## src/hw/rtl/hmm_forward_filter_step_unit_macros.svh

```systemverilog
`ifndef HMM_FORWARD_FILTER_STEP_UNIT_MACROS_SVH
`define HMM_FORWARD_FILTER_STEP_UNIT_MACROS_SVH

`ifndef SYNTHESIS
`define HMM_ASSERT_IMP(name, clk, rst, ante, cons) \
  name: assert property (@(posedge clk) disable iff (rst) (ante) |-> (cons)) \
    else $error("hmm check failed");
`define HMM_ASSERT_NXT(name, clk, rst, ante, cons) \
  name: assert property (@(posedge clk) disable iff (rst) (ante) |=> (cons)) \
    else $error("hmm check failed");
`else
`define HMM_ASSERT_IMP(name, clk, rst, ante, cons)
`define HMM_ASSERT_NXT(name, clk, rst, ante, cons)
`endif

`endif

```

## src/hw/rtl/hmm_fwd_pkg.sv

```systemverilog
package hmm_fwd_pkg;

  typedef struct packed {
    logic [1:0]  opcode;
    logic [2:0]  row_index;
    logic [2:0]  col_index;
    logic [31:0] transition_weight;
    logic [31:0] initial_prob;
    logic [2:0]  state_index;
    logic [31:0] likelihood;
    logic        last_likelihood;
  } item_t;

  typedef struct packed {
    logic [2:0]         out_state;
    logic [31:0]        filtered_prob;
    logic signed [31:0] log_likelihood;
    logic               zero_total;
    logic               last_state;
  } result_t;

  localparam logic [1:0] OP_TRANS = 2'd0;
  localparam logic [1:0] OP_INIT  = 2'd1;
  localparam logic [1:0] OP_LIK   = 2'd2;

  localparam logic       REG_NUM_STATES     = 1'b0;
  localparam logic [3:0] NUM_STATES_RESET   = 4'd2;
  localparam logic [31:0] ONE_Q31           = 32'h8000_0000;
  localparam logic [31:0] LOG_MIN           = 32'h8000_0000;
  localparam logic [31:0] LN2_Q32           = 32'd2977044472;
  localparam logic [63:0] LN_ROUND          = 64'h0000_0080_0000_0000;
  localparam logic [4:0] SQ_LAST            = 5'd23;
  localparam logic [4:0] DIV_LAST           = 5'd31;

  typedef enum logic [3:0] {
    ST_IDLE, ST_RD, ST_MUL, ST_ACC, ST_WMUL, ST_WACC, ST_CHECK, ST_NORM,
    ST_SQ_MUL, ST_SQ_CHK, ST_LN_MUL, ST_LN_FIN, ST_DIV, ST_DIV_DONE, ST_EMIT
  } ctrl_state_t;

  typedef enum logic [3:0] {
    CMD_NONE, CMD_ITEM, CMD_MAC_MUL, CMD_MAC_ACC, CMD_W_MUL, CMD_W_ACC,
    CMD_ZERO, CMD_NORM_INIT, CMD_NORM_STEP, CMD_SQ_MUL, CMD_SQ_CHK,
    CMD_LN_MUL, CMD_LN_FIN, CMD_DIV_STEP, CMD_DIV_DONE, CMD_EMIT
  } dp_op_t;

  typedef struct packed {
    dp_op_t op;
    logic   first;
    logic   last;
  } dp_cmd_t;

  typedef struct packed {
    logic total_zero;
    logic norm_done;
    logic out_free;
  } dp_status_t;

endpackage

```

## src/hw/rtl/hmm_fwd_ctrl.sv

```systemverilog
module hmm_fwd_ctrl #(
  parameter int MAX_STATES = 8
) (
  input  logic                            clk,
  input  logic                            rst,
  input  logic [$clog2(MAX_STATES+1)-1:0] k,
  input  logic                            item_valid,
  input  logic [1:0]                      item_opcode,
  input  logic                            item_last,
  output logic                            item_ready,
  input  hmm_fwd_pkg::dp_status_t         stat,
  output hmm_fwd_pkg::dp_cmd_t            cmd,
  output logic [$clog2(MAX_STATES)-1:0]   i,
  output logic [$clog2(MAX_STATES)-1:0]   j
);
  import hmm_fwd_pkg::*;

  localparam int IW = $clog2(MAX_STATES);
  localparam int KW = $clog2(MAX_STATES + 1);

  ctrl_state_t   state, state_next;
  logic [IW-1:0] i_next, j_next;
  logic [4:0]    cnt, cnt_next;
  logic [IW-1:0] k_last;
  logic          i_last, j_last;

  assign k_last = IW'(k - KW'(1));
  assign i_last = i == k_last;
  assign j_last = j == k_last;

  always_ff @(posedge clk) begin
    if (rst) begin
      state <= ST_IDLE;
      i     <= '0;
      j     <= '0;
      cnt   <= '0;
    end else begin
      state <= state_next;
      i     <= i_next;
      j     <= j_next;
      cnt   <= cnt_next;
    end
  end

  always_comb begin
    state_next = state;
    i_next     = i;
    j_next     = j;
    cnt_next   = cnt;
    item_ready = 1'b0;
    cmd.op     = CMD_NONE;
    cmd.first  = 1'b0;
    cmd.last   = 1'b0;
    unique case (state)
      ST_IDLE: begin
        item_ready = 1'b1;
        if (item_valid) begin
          cmd.op = CMD_ITEM;
          if (item_opcode == OP_LIK && item_last) begin
            i_next     = '0;
            j_next     = '0;
            state_next = ST_RD;
          end
        end
      end
      ST_RD: state_next = ST_MUL;
      ST_MUL: begin
        cmd.op     = CMD_MAC_MUL;
        state_next = ST_ACC;
      end
      ST_ACC: begin
        cmd.op = CMD_MAC_ACC;
        if (j_last) begin
          state_next = ST_WMUL;
        end else begin
          j_next     = j + IW'(1);
          state_next = ST_RD;
        end
      end
      ST_WMUL: begin
        cmd.op     = CMD_W_MUL;
        state_next = ST_WACC;
      end
      ST_WACC: begin
        cmd.op = CMD_W_ACC;
        j_next = '0;
        if (i_last) begin
          state_next = ST_CHECK;
        end else begin
          i_next     = i + IW'(1);
          state_next = ST_RD;
        end
      end
      ST_CHECK: begin
        i_next = '0;
        if (stat.total_zero) begin
          cmd.op     = CMD_ZERO;
          state_next = ST_EMIT;
        end else begin
          cmd.op     = CMD_NORM_INIT;
          state_next = ST_NORM;
        end
      end
      ST_NORM: begin
        cmd.op = CMD_NORM_STEP;
        if (stat.norm_done) begin
          cnt_next   = '0;
          state_next = ST_SQ_MUL;
        end
      end
      ST_SQ_MUL: begin
        cmd.op     = CMD_SQ_MUL;
        state_next = ST_SQ_CHK;
      end
      ST_SQ_CHK: begin
        cmd.op = CMD_SQ_CHK;
        if (cnt == SQ_LAST) begin
          state_next = ST_LN_MUL;
        end else begin
          cnt_next   = cnt + 5'd1;
          state_next = ST_SQ_MUL;
        end
      end
      ST_LN_MUL: begin
        cmd.op     = CMD_LN_MUL;
        state_next = ST_LN_FIN;
      end
      ST_LN_FIN: begin
        cmd.op     = CMD_LN_FIN;
        cnt_next   = '0;
        state_next = ST_DIV;
      end
      ST_DIV: begin
        cmd.op    = CMD_DIV_STEP;
        cmd.first = cnt == '0;
        cnt_next  = cnt + 5'd1;
        if (cnt == DIV_LAST) begin
          state_next = ST_DIV_DONE;
        end
      end
      ST_DIV_DONE: begin
        cmd.op     = CMD_DIV_DONE;
        state_next = ST_EMIT;
      end
      ST_EMIT: begin
        if (stat.out_free) begin
          cmd.op   = CMD_EMIT;
          cmd.last = i_last;
          if (i_last) begin
            state_next = ST_IDLE;
          end else begin
            i_next   = i + IW'(1);
            cnt_next = '0;
            if (!stat.total_zero) begin
              state_next = ST_DIV;
            end
          end
        end
      end
      default: state_next = ST_IDLE;
    endcase
  end

endmodule

```

## config.mk

```make
export PLATFORM = sky130hd
export DESIGN_NAME = hmm_fwd_ctrl
export DESIGN_NICKNAME = d
export VERILOG_FILES = /design/src/hw/rtl/hmm_forward_filter_step_unit_macros.svh /design/src/hw/rtl/hmm_fwd_pkg.sv /design/src/hw/rtl/hmm_fwd_ctrl.sv
export SDC_FILE = /design/constraint.sdc
export NUM_CORES = 1
export LEC_CHECK = 0
export ABC_AREA = 1
export BUFFER_PORTS_ARGS = -buffer_cell sky130_fd_sc_hd__buf_2
export CORE_UTILIZATION = 59
export CTS_BUF_LIST = sky130_fd_sc_hd__clkbuf_4 sky130_fd_sc_hd__clkbuf_8 sky130_fd_sc_hd__clkbuf_16
export CTS_CLUSTER_DIAMETER = 120
export DETAILED_ROUTE_END_ITERATION = 6
export PLACE_DENSITY = 0.85
export RECOVER_POWER = 50
export SYNTH_ARGS = -nofsm -noshare
export SYNTH_HDL_FRONTEND = slang
export SYNTH_SLANG_ARGS = --single-unit
export TNS_END_PERCENT = 1
```

## constraint.sdc

```tcl
create_clock -name clk -period 3.64 [get_ports clk]
set_input_delay 0.728 -clock clk [delete_from_list [all_inputs] [get_ports clk]]
set_output_delay 0.728 -clock clk [all_outputs]
set_load 0.02 [all_outputs]
```

### Word level (Yosys, flattened, before mapping)

Cells that the tools add are included.
W data, S select, Z words.

* input port bits: 13
* bits in registers: 15

* reduce and logical (&&, ||, !) cells: 10
* eq/ne operators: 28
* multiplexer cells: 32
* add/sub/neg operators: 4

Operator list (count)
* $pmux W4 S15: 1
* $pmux W4 S14: 1
* $mux W4: 9
* $eq A4 B4 Y1 const B: 7
* $pmux W5 S5: 1
* $mux W3: 7
* $mux W5: 4
* $eq A4 B3 Y1 const B: 4
* $ne A2 B2 Y1 const B: 8
* $pmux W3 S4: 1
* $eq A5 B5 Y1 const B: 2
* $pmux W3 S3: 1
* $eq A4 B2 Y1 const B: 2
* $reduce_and A4 Y1: 2
* $add A3 B1 Y3 const B: 2
* $eq A3 B3 Y1: 2
* $mux W1: 6
* $reduce_and A6 Y1: 1
* $add A5 B1 Y5 const B: 1
* $logic_not A5 Y1: 1
* $reduce_and A5 Y1: 1
* $reduce_bool A5 Y1: 1
* $eq A4 B1 Y1 const B: 1
* $logic_not A4 Y1: 1
* other kinds (7): 7

### Longest topological paths before layout

Gate-level depths: netlist of the first run.

* depth in word-level cells: 5
* depth in mapped cells: 12
* gate-level depth less buffers: 12

### Worst setup path before layout of the first run

OpenSTA, ideal clock, no wires.

* path kind: input -> output
* from: in k[0]
* to: out cmd[0] in the netlist's numbering
* stages: 8
* arrival time: 1879 ps
* slack: 1033 ps
* path buffers: 0
* cells stage by stage: inv_2 ha_1 inv_1 nand2_1 nand2_1 nor2_1 nand3_1 nor2_1

RTL lines
* start, declared: RTL line hmm_fwd_ctrl.sv:6 `input logic [$clog2(MAX_STATES+1)-1:0] k,`
* end, declared: RTL line hmm_fwd_ctrl.sv:12 `output hmm_fwd_pkg::dp_cmd_t cmd,`

==> results.sh, run 1 <==
export IMPL_start_util_pct=64.7
export IMPL_p_leak_nw=0.755
export IMPL_ys_warn_count=0
export IMPL_htree_levels=1
export IMPL_crit_type="in2out"
export IMPL_cts_tree="built"
export IMPL_final_antenna_net_count=0
export IMPL_setup_ws_ns=0.784
export IMPL_post_cts_setup_buffer_count=0
export IMPL_regToRegSetupSlack_ns=1.98
export IMPL_synth_compound_area_share_pct=11.7
export IMPL_grt_overflow=0
export IMPL_die_h_um=49.1
export IMPL_arrival_ns=2.13
export IMPL_diodes=0
export IMPL_syn_num_nets=240
export IMPL_startpoint_type="input pin"
export IMPL_status="completed"
export IMPL_dp_worst_setup_slack_ns=0.851
export IMPL_die_area_mm2=0.00241
export IMPL_holdCritPathClass="reg2reg"
export IMPL_layout_drive_gt1_share_pct=17.4
export IMPL_synthAdderAreaFrac_pct=5.74
export IMPL_gr_usage_met3_pct=4.36
export IMPL_grtUsageMet1_pct=33.4
export IMPL_grt_pass1_vias=1205
export IMPL_cts_root_buf="clkbuf_4"
export IMPL_yosys_area_top_type="dfxtp_1"
export IMPL_fp_row_count=16
export IMPL_coreArea_mm2=0.00202
export IMPL_synth_top_family_by_area="simple AND/OR/NAND/NOR gates"
export IMPL_period_minus_slack_ns=2.86
export IMPL_clk_path_buf_depth=2
export IMPL_ys_seq_area_share_pct=22.9
export IMPL_grt_busiest_layer="met2"
export IMPL_period_share_pct=78.5
export IMPL_place_congestion=0.926
export IMPL_vdd_ir_drop_max_uv=310
export IMPL_drt_drc_violations_left=0
export IMPL_cp_max_fo=4
export IMPL_fmax_mhz=350
export IMPL_cp_required_ns=2.91
export IMPL_grt_use_met2_pct=44.5
export IMPL_antenna_found_initial=0
export IMPL_cap_violations=0
export IMPL_power_mw=0.622
export IMPL_fin_setup_tns_ns=0
export IMPL_fp_dieW_um=49.1
export IMPL_grt_pass1_wl_mm=4.89
export IMPL_hold_violations=0
export IMPL_rsz0062_at_grt="false"
export IMPL_final_util_pct=72.4
export IMPL_synth_cells=221
export IMPL_nNetsFinal=267
export IMPL_fillers=196
export IMPL_syn_area_mm2=0.00131
export IMPL_track_usage_pct=26.1
export IMPL_viasPerCell=5.22
export IMPL_cts_sinks=15
export IMPL_synth_distinct_cells=26
export IMPL_syn_to_final_growth_pct=11.9
export IMPL_power_density_mw_per_mm2=425
export IMPL_ctsHoldBuffers=0
export IMPL_setup_viol=0
export IMPL_vias=1431
export IMPL_drt_total_wl_mm=2.99
export IMPL_io_pins=26
export IMPL_synthSimpleGateAreaFrac_pct=46.2
export IMPL_worst_slew_pin_slew_ns=0.394
export IMPL_synth_xor_area_share_pct=2.01
export IMPL_slew_headroom_pct=73.7
export IMPL_synth_top_area_share_pct=22.9
export IMPL_endpoint_kind="output port"
export IMPL_cts_resized=0
export IMPL_cts_buffers=3
export IMPL_drt_iter0_drc=46
export IMPL_clk_latency_ns=0.29
export IMPL_drtPass1Iterations=4
export IMPL_io_buffers=24
export IMPL_synthMuxAreaShare_pct=0
export IMPL_wl_per_cell_um=10.9
export IMPL_syn_area_per_cell_um2=5.92
export IMPL_clkTransAtPathRegs_ns=0.09
export IMPL_skew_ns=0.00200
export IMPL_slew_viol_final=0
export IMPL_yosys_register_bits=15
export IMPL_post_dp_hpwl_mm=2.39
export IMPL_grt_max_degree=13
export IMPL_netlist_top_cells_area="dfxtp_1 23%, nand2_1 19%, inv_1 8.3%"
flip-flops by register name, summed over array words and instances, names as in the netlist:
name and count:
cnt 5, i 3, j 3, state 4
layer usage:
layer,routed length (µm),vias to the layer above
li1,-,756
met1,1380,619
met2,1370,51
met3,205,5
met4,41,0
met5,0,-
critical path, stage by stage:
cell and delay (ns):
clkbuf_1 0.11, inv_1 0.08, ha_1 0.31, inv_1 0.06, nand2_1 0.06, nand2_1 0.04
nor2_1 0.19, nand3_1 0.23, nor2_1 0.14, buf_2 0.17
cell families (layout without fill, tap and decap cells):
group / count (synthesis) / count (layout)
adders and majority gates: 6 / 6
buffers and inverters: 38 / 64
and+or+nand+nor: 132 / 132
AOI/OAI and AO/OA: 27 / 27
xor gates and xnor gates: 3 / 3
DFF: 15 / 15
synthesized netlist by cell type:
library cell and count:
o21ai_0 5, nand4_1 6, o21ai_2 2, nand3_1 20, nor2_4 2, inv_1 29
dfxtp_1 15, nand2_1 65, nand3b_1 1, ha_1 6, and2_1 1, o211ai_1 1
o21ai_1 4, buf_6 1, o2111ai_1 2, nor2_2 6, or2_2 1, nor4_1 1
nand2_2 7, nor2_1 19, xor2_1 3, nand2_4 1, inv_2 7, nor3_1 2
a21oi_1 13, clkbuf_1 1
path summary, 6_finish.rpt:
kind	start	endpoint	cells past startpoint
min reg2reg	cnt[3]	cnt[3]	2
max	k[0]	cmd[0]	10
max reg2reg	state[1]	j[2]	8
min	cnt[3]	cnt[3]	2
report_power, final:
group          switching [mW]  internal [mW]
combinational           0.212         0.0991
sequential             0.0255          0.178
clock                  0.0576         0.0501
placed cells by master (no fill, tap or decap):
cell,instances
dfxtp_1,15
buf_2,17
inv_2,5
ha_1,6
o21ai_2,2
and2_0,1
clkbuf_4,4
o211ai_1,1
nand3b_1,1
o2111ai_1,2
inv_1,31
nand2_2,5
nor2_1,19
o21ai_0,5
nand2_1,67
nor2_2,6
nor4_1,1
xor2_1,3
o21ai_1,4
nor2_4,2
nand2_4,1
clkbuf_1,7
a21oi_1,13
nand3_1,20
nor3_1,2
or2_2,1
nand4_1,6
layout make-up:
cell class	count	area, µm²	share of cell area [%]
flip-flops and latches	15	300	20.5
repair buffers	24	111	7.61
multi-input cells	168	853	58.3
well taps	27	33.8	2.31
clock buffers	4	30.0	2.05
inverters	36	135	9.23
stage by stage:
step                      hold WS, ns  cells  area (µm²)
after floorplan                 0.458    221        1310
after global routing            0.514    274        1460
after global placement          0.478    270        1450
after detailed placement        0.480    270        1450
final                           0.492    274        1460
after CTS                       0.493    274        1480
Power figures use the tool's default switching activity.
==> run 2, diff against run 1 <==
--- a/config.mk
+++ b/config.mk
@@ -7,11 +7,11 @@
 export LEC_CHECK = 0
 export ABC_AREA = 1
 export BUFFER_PORTS_ARGS = -buffer_cell sky130_fd_sc_hd__buf_2
-export CORE_UTILIZATION = 59
+export CORE_UTILIZATION = 54
 export CTS_BUF_LIST = sky130_fd_sc_hd__clkbuf_4 sky130_fd_sc_hd__clkbuf_8 sky130_fd_sc_hd__clkbuf_16
 export CTS_CLUSTER_DIAMETER = 120
 export DETAILED_ROUTE_END_ITERATION = 6
-export PLACE_DENSITY = 0.85
+export PLACE_DENSITY = 0.78
 export RECOVER_POWER = 50
 export SYNTH_ARGS = -nofsm -noshare
 export SYNTH_HDL_FRONTEND = slang
==> constraint.sdc (replaced) <==
create_clock -name clk -period 3 [get_ports clk]
set_input_delay 0.6 -clock clk [delete_from_list [all_inputs] [get_ports clk]]
set_output_delay 0.6 -clock clk [all_outputs]
set_load 0.02 [all_outputs]
==> results.sh, run 2 (same netlist as run 1, synthesis figures left out) <==
export IMPL_status="completed"
export IMPL_hold_violations=0
export IMPL_syn_to_final_growth_pct=11.4
export IMPL_nNetsFinal=267
export IMPL_cts_root_buf="clkbuf_4"
export IMPL_power_density_mw_per_mm2=522
export IMPL_vdd_ir_drop_max_uv=372
export IMPL_ctsHoldBuffers=0
export IMPL_arrival_ns=1.98
export IMPL_wl_per_cell_um=10.8
export IMPL_r2r_start="state[3]"
export IMPL_rsz0062_at_grt="false"
export IMPL_grt_pass1_wl_mm=4.98
export IMPL_vias=1444
export IMPL_cts_tree="built"
export IMPL_clkPwrFrac_pct=17.6
export IMPL_fmax_mhz=388
export IMPL_routed_top_layer="met4"
export IMPL_clk_latency_ns=0.29
export IMPL_startpoint="k[0]"
export IMPL_endpoint_kind="output port"
export IMPL_setup_viol=0
export IMPL_met3WireLength_um=226
export IMPL_seq_area_um2=300
export IMPL_final_util_pct=64.7
export IMPL_fin_setup_tns_ns=0
export IMPL_post_dp_hpwl_mm=2.43
export IMPL_power_share_sequential_pct=32.2
export IMPL_fp_row_count=17
export IMPL_clkTransAtPathRegs_ns=0.10
export IMPL_power_switching_mw=0.364
export IMPL_combinationalPowerShare_pct=50.2
export IMPL_grt_overflow=0
export IMPL_layout_drive_gt1_share_pct=17.0
export IMPL_cts_buffers=3
export IMPL_final_cells=275
export IMPL_worst_slew_pin_slew_ns=0.352
export IMPL_clk_path_buf_depth=2
export IMPL_cts_resized=0
export IMPL_grt_pass1_vias=1240
export IMPL_track_usage_pct=25.5
export IMPL_slew_viol_final=0
export IMPL_skew_ns=0.00455
export IMPL_startpoint_type="input pin"
export IMPL_regMostFlops="cnt"
export IMPL_p_sw_share_pct=47.8
export IMPL_cp_required_ns=2.40
export IMPL_multiInputGateArea_um2=846
export IMPL_timing_rr_end="cnt[1]"
export IMPL_io_pins=26
export IMPL_crit_end="cmd[0]"
export IMPL_crit_type="in2out"
export IMPL_start_util_pct=58.0
export IMPL_antenna_found_initial=0
export IMPL_final_cell_mix="68 x nand2_1, 31 x inv_1, 20 x nand3_1"
export IMPL_holdCritPathClass="reg2reg"
export IMPL_coreArea_mm2=0.00225
export IMPL_final_common_cell="nand2_1"
export IMPL_drt_iter0_drc=47
export IMPL_regToRegSetupSlack_ns=1.28
export IMPL_wl_met2_mm=1.37
export IMPL_grt_max_degree=13
export IMPL_power_internal_mw=0.397
export IMPL_diodes=0
export IMPL_setup_ws_ns=0.424
export IMPL_htree_levels=1
export IMPL_fin_hold_ws_ns=0.485
export IMPL_post_cts_setup_buffer_count=0
export IMPL_slew_headroom_pct=76.4
export IMPL_viasPerCell=5.25
export IMPL_largest_reg_flops=5
export IMPL_fp_dieW_um=51.2
export IMPL_period_share_pct=85.9
export IMPL_cap_violations=0
export IMPL_drt_drc_violations_left=0
export IMPL_drt_total_wl_mm=2.97
export IMPL_place_congestion=0.918
export IMPL_cp_max_fo=4
export IMPL_drtPass1Iterations=4
export IMPL_io_buffers=24
export IMPL_cts_sinks=15
export IMPL_fillers=232
export IMPL_final_antenna_net_count=0
export IMPL_ff2ff_path_depth=9
export IMPL_dp_worst_setup_slack_ns=0.433
export IMPL_routedLengthMet1_mm=1.33
export IMPL_die_area_mm2=0.00262
export IMPL_die_h_um=51.2
export IMPL_p_leak_nw=0.754
export IMPL_period_minus_slack_ns=2.58
export IMPL_reg_top3="cnt x5, state x4"
export IMPL_dp_cells=271
==> run 2: stage by stage <==
stage / area (µm²) / total power, mW
global placement: 1450 / 0.641
detailed placement: 1450 / 0.638
CTS: 1480 / 0.771
finish: 1460 / 0.761
global route: 1460 / 0.830
floorplan: 1310 / 0.562
==> run 2: power by group through the flow <==
stage	sequential (mW)	clock (mW)	combinational, mW
floorplan	0.238	0	0.324
global placement	0.250	0	0.391
detailed placement	0.248	0	0.389
CTS	0.243	0.136	0.392
global route	0.248	0.145	0.437
finish	0.245	0.134	0.382
==> run 2: how the worst min path moves through the flow <==
stage | start | endpoint | slack (ns) | cells past startpoint
floorplan | cnt[3] | cnt[3] | 0.46 | 2
global placement | cnt[3] | cnt[3] | 0.47 | 2
detailed placement | cnt[3] | cnt[3] | 0.47 | 2
CTS | cnt[3] | cnt[3] | 0.49 | 2
global route | cnt[3] | cnt[3] | 0.51 | 2
finish | cnt[3] | cnt[3] | 0.49 | 2
==> run 2: layer usage <==
metal	vias up	GRT usage, %
met2	52	44.1
li1	755	-
met1	630	30.6
met5	-	0
met3	7	5.95
met4	0	9.01
==> run 2: worst max-delay path: stages <==
cell and delay (ns):
clkbuf_1 0.11, inv_1 0.08, ha_1 0.31, inv_1 0.06, nand2_1 0.06, nand2_1 0.04
nor2_1 0.21, nand3_1 0.20, nor2_1 0.12, buf_2 0.17
==> run 2: cell type report <==
cell class,instances,area share [%]
clock buffers,4,2.06
inverters,36,9.27
multi-input cells,168,58.0
flip-flops and latches,15,20.6
well taps,28,2.40
repair buffers,24,7.64
